### src/rtl/rmtm_pkg.sv
`timescale 1ns / 1ps
// ----------------------------------------------------------------------------
// rmtm_pkg - shared types for the running median / trimmed mean unit
// Payload structs, register indexes, input codes and sequencer states.
// ----------------------------------------------------------------------------
package rmtm_pkg;

    typedef struct packed {
        logic        action;
        logic [15:0] sample;
    } in_item_t;

    typedef struct packed {
        logic [15:0] evicted_sample;
        logic [15:0] median;
        logic [23:0] trimmed_mean;
        logic [23:0] smoothed_mean;
    } out_item_t;

    localparam logic [1:0] CFG_SAMPLE_COUNT = 2'd0;
    localparam logic [1:0] CFG_TRIM_WINDOW  = 2'd1;
    localparam logic [1:0] CFG_FILL_VALUE   = 2'd2;

    localparam logic ACT_PUSH   = 1'b0;
    localparam logic ACT_REINIT = 1'b1;

    localparam logic [4:0] RESET_SAMPLE_COUNT = 5'd9;
    localparam logic [4:0] RESET_TRIM_WINDOW  = 5'd3;

    localparam logic [7:0] SMOOTH_OLD_GAIN = 8'd154;
    localparam logic [7:0] SMOOTH_NEW_GAIN = 8'd102;

    typedef enum logic [4:0] {
        ST_CLEAR,
        ST_IDLE,
        ST_FILL,
        ST_RING_RD,
        ST_RING_EV,
        ST_SCAN_RD,
        ST_SCAN_EV,
        ST_SHIFT_RD,
        ST_SHIFT_WR,
        ST_PLACE,
        ST_MED_RD,
        ST_MED_EV,
        ST_SUM_RD,
        ST_SUM_EV,
        ST_DIV,
        ST_SMOOTH_A,
        ST_SMOOTH_B,
        ST_FIN
    } state_t;

endpackage

### src/rtl/rmtm_ram.sv
`timescale 1ns / 1ps
// ----------------------------------------------------------------------------
// rmtm_ram - generic simple dual-port RAM
// One write port, one read port, read data registered.
// ----------------------------------------------------------------------------
module rmtm_ram #(
    parameter int WIDTH = 16,
    parameter int DEPTH = 16
) (
    input  logic                     aclk,
    input  logic                     we,
    input  logic [$clog2(DEPTH)-1:0] waddr,
    input  logic [WIDTH-1:0]         wdata,
    input  logic [$clog2(DEPTH)-1:0] raddr,
    output logic [WIDTH-1:0]         rdata
);

    logic [WIDTH-1:0] mem [DEPTH];

    always_ff @(posedge aclk) begin
        if (we) begin
            mem[waddr] <= wdata;
        end
        rdata <= mem[raddr];
    end

endmodule

### src/rtl/running_median_trimmed_mean_unit.sv
`timescale 1ns / 1ps
// ----------------------------------------------------------------------------
// running_median_trimmed_mean_unit - sliding window median / trimmed mean
// Ring of the last N samples plus a sorted copy, both in RAM, updated by a
// sequencer; trimmed mean by window sum and a bit-serial divider.
// ----------------------------------------------------------------------------
// Usage:
//   s_* channel takes one item per transfer: a push (new sample) or a
//   reinitialize. Each item gives exactly one result on the m_* channel:
//   the evicted sample, the median, the trimmed mean and the smoothed mean.
//   Configuration (sample_count, trim_window, fill_value) is written through
//   cfg_we/cfg_addr/cfg_wdata; the user must write it while the unit is idle.
// Flow (one item at a time, s_ready only in idle):
//   push with unchanged sample : ring swap, median read and smoothing only
//   push with changed sample   : scan and shift of the sorted RAM, then the
//                                median, plus a window sum and a divide
//                                unless trim_window is 0 or 1
//   reinitialize               : fill of all MAX_SAMPLES entries of both RAMs
//   The sorted RAM's single read port and the serial divider set the pace.
// Reset: a clearing pass over all MAX_SAMPLES entries zeroes both RAMs; s_ready
//   stays low meanwhile. Configuration writes are taken at any time.
// Stall: a finished result waits in the output register; the next item is
//   accepted and processed, and holds at the end until the register frees.
// ----------------------------------------------------------------------------
module running_median_trimmed_mean_unit #(
    parameter int MAX_SAMPLES = 16
) (
    input  logic                aclk,
    input  logic                aresetn,
    input  logic                s_valid,
    output logic                s_ready,
    input  rmtm_pkg::in_item_t  s_data,
    output logic                m_valid,
    input  logic                m_ready,
    output rmtm_pkg::out_item_t m_data,
    input  logic                cfg_we,
    input  logic [1:0]          cfg_addr,
    input  logic [15:0]         cfg_wdata
);

    localparam int AW    = $clog2(MAX_SAMPLES);
    localparam int NW    = $clog2(MAX_SAMPLES + 1);
    localparam int SUM_W = 16 + NW;
    localparam int DW    = SUM_W + 8;
    localparam int DCW   = $clog2(DW + 1);

    // configuration
    logic [4:0]  sample_count_reg;
    logic [4:0]  trim_window_reg;
    logic [15:0] fill_value_reg;

    // sequencer state
    rmtm_pkg::state_t state_reg, state_next;
    logic [AW-1:0]    last_index_reg, last_index_next;
    logic [23:0]      mean_reg, mean_next;
    logic [23:0]      smoothed_reg, smoothed_next;
    logic [AW-1:0]    idx_reg, idx_next;        // sweep / scan / shift / sum index
    logic [AW-1:0]    cnt_reg, cnt_next;        // shift moves left
    logic [AW-1:0]    place_reg, place_next;
    logic [AW-1:0]    sum_hi_reg, sum_hi_next;
    logic [AW-1:0]    pos_reg, pos_next;
    logic             pos_found_reg, pos_found_next;
    logic [AW-1:0]    left_reg, left_next;
    logic             left_found_reg, left_found_next;
    logic             shift_up_reg, shift_up_next;
    logic             changed_reg, changed_next;
    logic [15:0]      new_reg, new_next;
    logic [15:0]      evicted_reg, evicted_next;
    logic [15:0]      median_reg, median_next;
    logic [15:0]      slast_reg, slast_next;
    logic [SUM_W-1:0] acc_reg, acc_next;
    logic [NW-1:0]    divisor_reg, divisor_next;
    logic [NW-1:0]    rem_reg, rem_next;
    logic [DW-1:0]    quo_reg, quo_next;
    logic [DCW-1:0]   div_cnt_reg, div_cnt_next;
    logic [31:0]      prod_reg, prod_next;
    logic             m_valid_reg, m_valid_next;
    rmtm_pkg::out_item_t out_reg, out_next;

    // RAM ports
    logic          ring_we, sort_we;
    logic [AW-1:0] ring_waddr, ring_raddr, sort_waddr, sort_raddr;
    logic [15:0]   ring_wdata, sort_wdata, ring_rdata, sort_rdata;

    rmtm_ram #(.WIDTH(16), .DEPTH(MAX_SAMPLES)) u_ring (
        .aclk(aclk), .we(ring_we), .waddr(ring_waddr), .wdata(ring_wdata),
        .raddr(ring_raddr), .rdata(ring_rdata)
    );

    rmtm_ram #(.WIDTH(16), .DEPTH(MAX_SAMPLES)) u_sorted (
        .aclk(aclk), .we(sort_we), .waddr(sort_waddr), .wdata(sort_wdata),
        .raddr(sort_raddr), .rdata(sort_rdata)
    );

    // effective window length, clamped to 1..MAX_SAMPLES
    logic [NW-1:0] n_len;
    logic [AW-1:0] n_m1, half;
    logic [NW-1:0] cur_wide;
    logic [AW-1:0] cur_idx;
    logic [AW-1:0] pos_fin, left_fin;
    logic [AW-1:0] win_end;
    logic [NW:0]   rem_shift;

    always_comb begin
        if (sample_count_reg == 5'd0) begin
            n_len = NW'(1);
        end else if (32'(sample_count_reg) > MAX_SAMPLES) begin
            n_len = NW'(MAX_SAMPLES);
        end else begin
            n_len = NW'(sample_count_reg);
        end
    end

    assign n_m1     = AW'(n_len - NW'(1));
    assign half     = AW'(n_len >> 1);
    assign cur_wide = NW'(last_index_reg) + NW'(1);
    assign cur_idx  = (cur_wide >= n_len) ? '0 : AW'(cur_wide);
    assign pos_fin  = pos_found_reg ? pos_reg : '0;
    assign left_fin = left_found_reg ? left_reg : '0;
    assign win_end  = AW'(32'(half) + 32'(trim_window_reg >> 1));
    assign rem_shift = {rem_reg, quo_reg[DW-1]};

    assign s_ready = (state_reg == rmtm_pkg::ST_IDLE);
    assign m_valid = m_valid_reg;
    assign m_data  = out_reg;

    // configuration writes: taken whenever the enable is high
    always_ff @(posedge aclk) begin
        if (!aresetn) begin
            sample_count_reg <= rmtm_pkg::RESET_SAMPLE_COUNT;
            trim_window_reg  <= rmtm_pkg::RESET_TRIM_WINDOW;
            fill_value_reg   <= '0;
        end else if (cfg_we) begin
            unique case (cfg_addr)
                rmtm_pkg::CFG_SAMPLE_COUNT: sample_count_reg <= cfg_wdata[4:0];
                rmtm_pkg::CFG_TRIM_WINDOW:  trim_window_reg  <= cfg_wdata[4:0];
                rmtm_pkg::CFG_FILL_VALUE:   fill_value_reg   <= cfg_wdata;
                default: ;
            endcase
        end
    end

    always_ff @(posedge aclk) begin
        if (!aresetn) begin
            state_reg      <= rmtm_pkg::ST_CLEAR;
            last_index_reg <= AW'(rmtm_pkg::RESET_SAMPLE_COUNT - 5'd1);
            mean_reg       <= '0;
            smoothed_reg   <= '0;
            idx_reg        <= '0;
            m_valid_reg    <= 1'b0;
        end else begin
            state_reg      <= state_next;
            last_index_reg <= last_index_next;
            mean_reg       <= mean_next;
            smoothed_reg   <= smoothed_next;
            idx_reg        <= idx_next;
            m_valid_reg    <= m_valid_next;
        end
    end

    // payload and working registers
    always_ff @(posedge aclk) begin
        cnt_reg        <= cnt_next;
        place_reg      <= place_next;
        sum_hi_reg     <= sum_hi_next;
        pos_reg        <= pos_next;
        pos_found_reg  <= pos_found_next;
        left_reg       <= left_next;
        left_found_reg <= left_found_next;
        shift_up_reg   <= shift_up_next;
        changed_reg    <= changed_next;
        new_reg        <= new_next;
        evicted_reg    <= evicted_next;
        median_reg     <= median_next;
        slast_reg      <= slast_next;
        acc_reg        <= acc_next;
        divisor_reg    <= divisor_next;
        rem_reg        <= rem_next;
        quo_reg        <= quo_next;
        div_cnt_reg    <= div_cnt_next;
        prod_reg       <= prod_next;
        out_reg        <= out_next;
    end

    always_comb begin
        logic [31:0] mix;
        state_next      = state_reg;
        last_index_next = last_index_reg;
        mean_next       = mean_reg;
        smoothed_next   = smoothed_reg;
        idx_next        = idx_reg;
        cnt_next        = cnt_reg;
        place_next      = place_reg;
        sum_hi_next     = sum_hi_reg;
        pos_next        = pos_reg;
        pos_found_next  = pos_found_reg;
        left_next       = left_reg;
        left_found_next = left_found_reg;
        shift_up_next   = shift_up_reg;
        changed_next    = changed_reg;
        new_next        = new_reg;
        evicted_next    = evicted_reg;
        median_next     = median_reg;
        slast_next      = slast_reg;
        acc_next        = acc_reg;
        divisor_next    = divisor_reg;
        rem_next        = rem_reg;
        quo_next        = quo_reg;
        div_cnt_next    = div_cnt_reg;
        prod_next       = prod_reg;
        out_next        = out_reg;
        mix             = '0;
        m_valid_next    = m_valid_reg;
        ring_we    = 1'b0;
        ring_waddr = idx_reg;
        ring_wdata = fill_value_reg;
        ring_raddr = cur_idx;
        sort_we    = 1'b0;
        sort_waddr = idx_reg;
        sort_wdata = fill_value_reg;
        sort_raddr = idx_reg;

        // drop the result once the receiver takes it
        if (m_valid_reg && m_ready) begin
            m_valid_next = 1'b0;
        end

        unique case (state_reg)
            rmtm_pkg::ST_CLEAR: begin
                // zero both stores after reset
                ring_we    = 1'b1;
                sort_we    = 1'b1;
                ring_wdata = '0;
                sort_wdata = '0;
                idx_next   = idx_reg + AW'(1);
                if (32'(idx_reg) == MAX_SAMPLES - 1) begin
                    idx_next   = '0;
                    state_next = rmtm_pkg::ST_IDLE;
                end
            end
            rmtm_pkg::ST_IDLE: begin
                if (s_valid) begin
                    new_next    = s_data.sample;
                    idx_next    = '0;
                    if (s_data.action == rmtm_pkg::ACT_REINIT) begin
                        state_next = rmtm_pkg::ST_FILL;
                    end else begin
                        state_next = rmtm_pkg::ST_RING_RD;
                    end
                end
            end
            rmtm_pkg::ST_FILL: begin
                ring_we  = 1'b1;
                sort_we  = 1'b1;
                idx_next = idx_reg + AW'(1);
                if (32'(idx_reg) == MAX_SAMPLES - 1) begin
                    idx_next        = '0;
                    last_index_next = n_m1;
                    mean_next       = {fill_value_reg, 8'd0};
                    smoothed_next   = {fill_value_reg, 8'd0};
                    evicted_next    = fill_value_reg;
                    median_next     = fill_value_reg;
                    state_next      = rmtm_pkg::ST_FIN;
                end
            end
            rmtm_pkg::ST_RING_RD: begin
                ring_raddr = cur_idx;
                place_next = cur_idx;
                state_next = rmtm_pkg::ST_RING_EV;
            end
            rmtm_pkg::ST_RING_EV: begin
                // swap the new sample into the ring
                evicted_next    = ring_rdata;
                ring_we         = 1'b1;
                ring_waddr      = place_reg;
                ring_wdata      = new_reg;
                last_index_next = place_reg;
                changed_next    = (new_reg != ring_rdata);
                pos_found_next  = 1'b0;
                left_found_next = 1'b0;
                idx_next        = n_m1;
                if (new_reg != ring_rdata) begin
                    state_next = rmtm_pkg::ST_SCAN_RD;
                end else begin
                    state_next = rmtm_pkg::ST_MED_RD;
                end
            end
            rmtm_pkg::ST_SCAN_RD: begin
                sort_raddr = idx_reg;
                state_next = rmtm_pkg::ST_SCAN_EV;
            end
            rmtm_pkg::ST_SCAN_EV: begin
                // search from the top for the evicted value and the insert slot
                if (idx_reg == n_m1) begin
                    slast_next = sort_rdata;
                end
                if (!pos_found_reg && sort_rdata == evicted_reg) begin
                    pos_found_next = 1'b1;
                    pos_next       = idx_reg;
                end
                if (!left_found_reg && sort_rdata <= new_reg) begin
                    left_found_next = 1'b1;
                    left_next       = idx_reg;
                end
                if (idx_reg == '0) begin
                    priority if (new_reg <= sort_rdata) begin
                        shift_up_next = 1'b1;
                        idx_next      = pos_fin - AW'(1);
                        cnt_next      = pos_fin;
                        place_next    = '0;
                    end else if (new_reg >= ((n_m1 == '0) ? sort_rdata : slast_reg)) begin
                        shift_up_next = 1'b0;
                        idx_next      = pos_fin + AW'(1);
                        cnt_next      = n_m1 - pos_fin;
                        place_next    = n_m1;
                    end else if (pos_fin <= left_fin) begin
                        shift_up_next = 1'b0;
                        idx_next      = pos_fin + AW'(1);
                        cnt_next      = left_fin - pos_fin;
                        place_next    = left_fin;
                    end else begin
                        shift_up_next = 1'b1;
                        idx_next      = pos_fin - AW'(1);
                        cnt_next      = pos_fin - left_fin;
                        place_next    = left_fin + AW'(1);
                    end
                    state_next = rmtm_pkg::ST_SHIFT_RD;
                    if (cnt_next == '0) begin
                        state_next = rmtm_pkg::ST_PLACE;
                    end
                end else begin
                    idx_next   = idx_reg - AW'(1);
                    state_next = rmtm_pkg::ST_SCAN_RD;
                end
            end
            rmtm_pkg::ST_SHIFT_RD: begin
                sort_raddr = idx_reg;
                state_next = rmtm_pkg::ST_SHIFT_WR;
            end
            rmtm_pkg::ST_SHIFT_WR: begin
                // move one entry toward the hole left by the evicted value
                sort_we    = 1'b1;
                sort_wdata = sort_rdata;
                sort_waddr = shift_up_reg ? idx_reg + AW'(1) : idx_reg - AW'(1);
                idx_next   = shift_up_reg ? idx_reg - AW'(1) : idx_reg + AW'(1);
                cnt_next   = cnt_reg - AW'(1);
                if (cnt_reg == AW'(1)) begin
                    state_next = rmtm_pkg::ST_PLACE;
                end else begin
                    state_next = rmtm_pkg::ST_SHIFT_RD;
                end
            end
            rmtm_pkg::ST_PLACE: begin
                sort_we    = 1'b1;
                sort_waddr = place_reg;
                sort_wdata = new_reg;
                state_next = rmtm_pkg::ST_MED_RD;
            end
            rmtm_pkg::ST_MED_RD: begin
                sort_raddr = half;
                state_next = rmtm_pkg::ST_MED_EV;
            end
            rmtm_pkg::ST_MED_EV: begin
                median_next = sort_rdata;
                acc_next    = '0;
                state_next  = rmtm_pkg::ST_SMOOTH_A;
                if (changed_reg) begin
                    if (trim_window_reg <= 5'd1) begin
                        mean_next = {sort_rdata, 8'd0};
                    end else begin
                        if (32'(trim_window_reg) >= 32'(n_len)) begin
                            idx_next     = '0;
                            sum_hi_next  = n_m1;
                            divisor_next = n_len;
                        end else begin
                            idx_next     = AW'(32'(win_end) + 32'd1 - 32'(trim_window_reg));
                            sum_hi_next  = win_end;
                            divisor_next = NW'(trim_window_reg);
                        end
                        state_next = rmtm_pkg::ST_SUM_RD;
                    end
                end
            end
            rmtm_pkg::ST_SUM_RD: begin
                sort_raddr = idx_reg;
                state_next = rmtm_pkg::ST_SUM_EV;
            end
            rmtm_pkg::ST_SUM_EV: begin
                acc_next = acc_reg + SUM_W'(sort_rdata);
                idx_next = idx_reg + AW'(1);
                if (idx_reg == sum_hi_reg) begin
                    quo_next     = {acc_next, 8'd0};
                    rem_next     = '0;
                    div_cnt_next = DCW'(DW);
                    state_next   = rmtm_pkg::ST_DIV;
                end else begin
                    state_next = rmtm_pkg::ST_SUM_RD;
                end
            end
            rmtm_pkg::ST_DIV: begin
                // restoring division, one quotient bit per cycle
                if (rem_shift >= {1'b0, divisor_reg}) begin
                    rem_next = NW'(rem_shift - {1'b0, divisor_reg});
                    quo_next = {quo_reg[DW-2:0], 1'b1};
                end else begin
                    rem_next = NW'(rem_shift);
                    quo_next = {quo_reg[DW-2:0], 1'b0};
                end
                div_cnt_next = div_cnt_reg - DCW'(1);
                if (div_cnt_reg == DCW'(1)) begin
                    mean_next  = quo_next[23:0];
                    state_next = rmtm_pkg::ST_SMOOTH_A;
                end
            end
            rmtm_pkg::ST_SMOOTH_A: begin
                prod_next  = 32'(smoothed_reg) * 32'(rmtm_pkg::SMOOTH_OLD_GAIN);
                state_next = rmtm_pkg::ST_SMOOTH_B;
            end
            rmtm_pkg::ST_SMOOTH_B: begin
                mix           = prod_reg + 32'(mean_reg) * 32'(rmtm_pkg::SMOOTH_NEW_GAIN);
                smoothed_next = mix[31:8];
                state_next    = rmtm_pkg::ST_FIN;
            end
            rmtm_pkg::ST_FIN: begin
                // hold until the output register is free
                if (!m_valid_reg || m_ready) begin
                    out_next.evicted_sample = evicted_reg;
                    out_next.median         = median_reg;
                    out_next.trimmed_mean   = mean_reg;
                    out_next.smoothed_mean  = smoothed_reg;
                    m_valid_next            = 1'b1;
                    state_next              = rmtm_pkg::ST_IDLE;
                end
            end
            default: begin
                state_next = rmtm_pkg::ST_IDLE;
            end
        endcase
    end

endmodule

### config.mk
export PLATFORM = sky130hd
export DESIGN_NAME = running_median_trimmed_mean_unit
export DESIGN_NICKNAME = d
export VERILOG_FILES = /design/src/rtl/rmtm_pkg.sv /design/src/rtl/rmtm_ram.sv /design/src/rtl/running_median_trimmed_mean_unit.sv
export SDC_FILE = /design/constraint.sdc
export NUM_CORES = 2
export LEC_CHECK = 0
export ABC_AREA = 1
export ABC_CLOCK_PERIOD_IN_PS = 9800
export BUFFER_PORTS_ARGS = -buffer_cell sky130_fd_sc_hd__buf_2
export CAP_MARGIN = 20
export CORE_ASPECT_RATIO = 1.5
export CORE_UTILIZATION = 51
export CTS_CLUSTER_DIAMETER = 200
export DETAILED_ROUTE_END_ITERATION = 7
export PLACE_DENSITY = 0.7
export SYNTH_ARGS = -nofsm -noshare
export SYNTH_HDL_FRONTEND = slang
export SYNTH_SLANG_ARGS = --single-unit
### constraint.sdc
create_clock -name aclk -period 9.8 [get_ports aclk]
set_input_delay 1.47 -clock aclk [delete_from_list [all_inputs] [get_ports aclk]]
set_output_delay 1.47 -clock aclk [all_outputs]
set_load 0.01 [all_outputs]
==> impl_results.md <==
- Status: finished, violations left
- Failing checks: DRC
- Clock slew at reported path FFs: 0.07 ns
- Worst Min Path Start: median_reg[0]
- Worst slew pin tran: 1.07 ns
- Die Ht: 369 um
- Fmax: 0.177 GHz
- WL/cell: 23.5 um
- Setup crit end kind: register
- Comb power frac: 0.200
- Most common cell after layout, fill and taps aside: edfxtp_1
- CTS Sinks: 896
- Main flop type after synthesis: edfxtp_1
- Routability cong.: 0.996
- Clk_lat worst skew: 0.71 ns
- First drt pass iteration count: 8
- CTS Hold Buffers Added: 0
- TritonCTS clock tree: done
- Final Max Tran Viols: 0
- PortBufs: 121
- Mapped Cells: 4410
- Fin Clk Skew: 0.0475 ns
- Layout area overhead: 11.3%
- Vias per inst: 5.86
- Netlist cell types: 56
- Initial core utilization: 0.515
- Full die area: 0.0912 mm^2
- Met2 Usage GRT: 0.512
- Initial DRC Count: 3026
- Post_cts resized: 0
- Max cap viols: 0
- Final setup violation count: 0
- Longest Clk Path Bufs: 3
- Total Wirelength: 136 mm
- Grt total ovfl: 0
- Arrival @ worst endpoint: 6.19 ns
- Net Sw Frac: 0.311
- R2r startpoint: mean_reg[6]
- Int Pwr: 6.89 mW
- Sequential share of the synthesized area: 0.560
- FF+latch count, synth: 896
- Synth Warn #: 0
- Largest net degree at the start of global routing: 105
- Grt met1 use: 0.344
- Syn Area/Cell: 10.4 um^2
- Number of antenna-violating nets in the routed design: 0
- Nets@finish: 4954
- TritonCTS Buffers: 85
- Layout Cells excl Fill: 5786
- Peak VDD IR: 0.152 mV
- First-pass GRT wire length: 201 mm
- Most Crowded Layer GR: met2
- HP Class: reg2reg
- Leakage Power: 20.6 nW
- Post-CTS setup buffer count: 0
- Clock power share: 0.336
- Asr flop ratio synth: 0
- Part of the cycle the worst path needs: 0.577
- Yosys top cell area share: 0.508
- Seq pwr share: 0.464
- Number of diodes: 0
- Cell taking the most area after synthesis: edfxtp_1
- Crit path time final: 5.65 ns
- Mapped Nets: 4803
- GRT Total Usage: 0.300
- Max H-tree Level: 3
- Synth Cell Area: 0.0459 mm^2
- Most frequent cells in the layout: edfxtp_1 (776), nor2_1 (577), nand2_1 (529), inv_1 (476), o21ai_0 (443)
- Top post-synthesis cells by area: edfxtp_1 (51%), ha_1 (7.3%), dfxtp_1 (5.2%)
- Final Util: 0.573
- Fin worst setup slack: 4.15 ns
- Endpoints failing hold: 0
- Clk root buf: clkbuf_16
- Total Power: 10.0 mW
- Row count: 134
- HPWL Detailed: 94.7 mm
- CP max FO: 7
- Layout cells sized above 1: 0.0916
- Pwr/cell area: 196 mW/mm^2
- Worst Path Required: 10.34 ns
- Vias in the first global route: 33294
- CP startpoint kind: register
- Setup TNS: 0 ns
- Kind of critical path: reg2reg
- Dpl ws: 4.27 ns
- Slew margin rel.: 0.283
- Crit. Startpoint: mean_reg[6]
- Met3 Track Usage GR: 0.0432
- Switching power of the nets: 3.11 mW
- RSZ-0062 raised after global routing: false
- I/O pin count: 122
- Placed Cells: 5617
- Initial antenna violation count: 4
- DRC violations left: 30
- Core ar.: 0.0890 mm^2
- Die X: 247 um
- Vias: 33933
- Number of synthesized flops with an enable pin: 776
## layout make-up
class                      count  area, um^2
fill                        7423       38000
sequential                   896       25700
multi-input combinational   2862       17800
clock buffer                 115        2310
inverter                     496        1860
tap                         1156        1450
timing repair buffer         220        1420
clock inverter                41         520
## power by group through the flow
stage | registers [mW] | clock network (mW) | logic, mW
4_1_cts | 4.62 | 3.40 | 1.96
3_5_place_dp | 4.70 | 0 | 1.95
3_3_place_gp | 4.70 | 0 | 1.89
5_1_grt | 4.64 | 3.55 | 2.18
2_1_floorplan | 4.60 | 0 | 1.30
6_report | 4.64 | 3.36 | 2.00
## cell families after synthesis
family / after synthesis / share of synthesized area
flip-flops: 896 / 0.560
AND/OR/NAND/NOR: 1406 / 0.126
XOR/XNOR: 113 / 0.0216
adder cells (fa/ha/maj): 353 / 0.111
AO/OA/AOI/OAI: 990 / 0.126
buffers and inverters: 652 / 0.0550
## worst paths after layout
check | endpoint | slack (ns) | cells past startpoint
setup / recovery | smoothed_reg[22] | 4.15 | 24
hold / removal | m_data[48] | 0.42 | 0
setup reg to reg | smoothed_reg[22] | 4.15 | 24
hold reg to reg | m_data[48] | 0.42 | 0
## synthesized netlist by cell type, drive strengths merged (2+ instances only)
master	number
a31oi	12
a21oi	241
edfxtp	776
o221a	2
o21bai	24
ha	266
a21o	17
a21boi	4
a41oi	3
nor3	32
nand3b	4
nor2	606
xor2	65
a31o	2
xnor2	48
o211ai	62
or2	10
o21a	6
nand4	33
a211oi	20
o311ai	2
nor3b	2
o21ai	466
fa	87
clkbuf	100
a221oi	14
nor4	9
buf	56
inv	492
o22ai	23
nand3	178
o2111ai	4
o221ai	82
clkinv	4
dfxtp	120
nand2	531
## per-stage QoR
stage / hold slack (ns) / area, um^2
6_report: 0.419 / 51100
2_1_floorplan: 0.400 / 45900
4_1_cts: 0.419 / 50900
3_3_place_gp: 0.404 / 48000
5_1_grt: 0.428 / 51100
3_5_place_dp: 0.405 / 48100
## critical path, stage by stage, from the launching register on
cell	delay, ns
dfxtp_1	0.41
ha_1	0.26
inv_1	0.12
fa_1	0.43
inv_1	0.12
fa_1	0.44
ha_1	0.38
a21oi_1	0.22
inv_1	0.08
a31oi_1	0.28
o21ai_0	0.23
a21o_1	0.23
a21oi_1	0.19
o21ai_0	0.13
xor2_1	0.42
ha_1	0.43
a21oi_1	0.28
o21bai_1	0.09
a21oi_1	0.18
o221a_2	0.22
nand2_1	0.05
nand2_1	0.05
nand3_1	0.08
nand2_1	0.11
a21oi_1	0.06
## per-layer routing
metal | vias to the layer above | share of wire | wire, um
li1 | 15725 | - | -
met1 | 16280 | 0.36 | 48800
met2 | 1507 | 0.50 | 67400
met3 | 419 | 0.071 | 9620
met4 | 2 | 0.075 | 10200
met5 | - | 0.00011 | 15
Note: power is estimated with default switching activity, not from simulation.
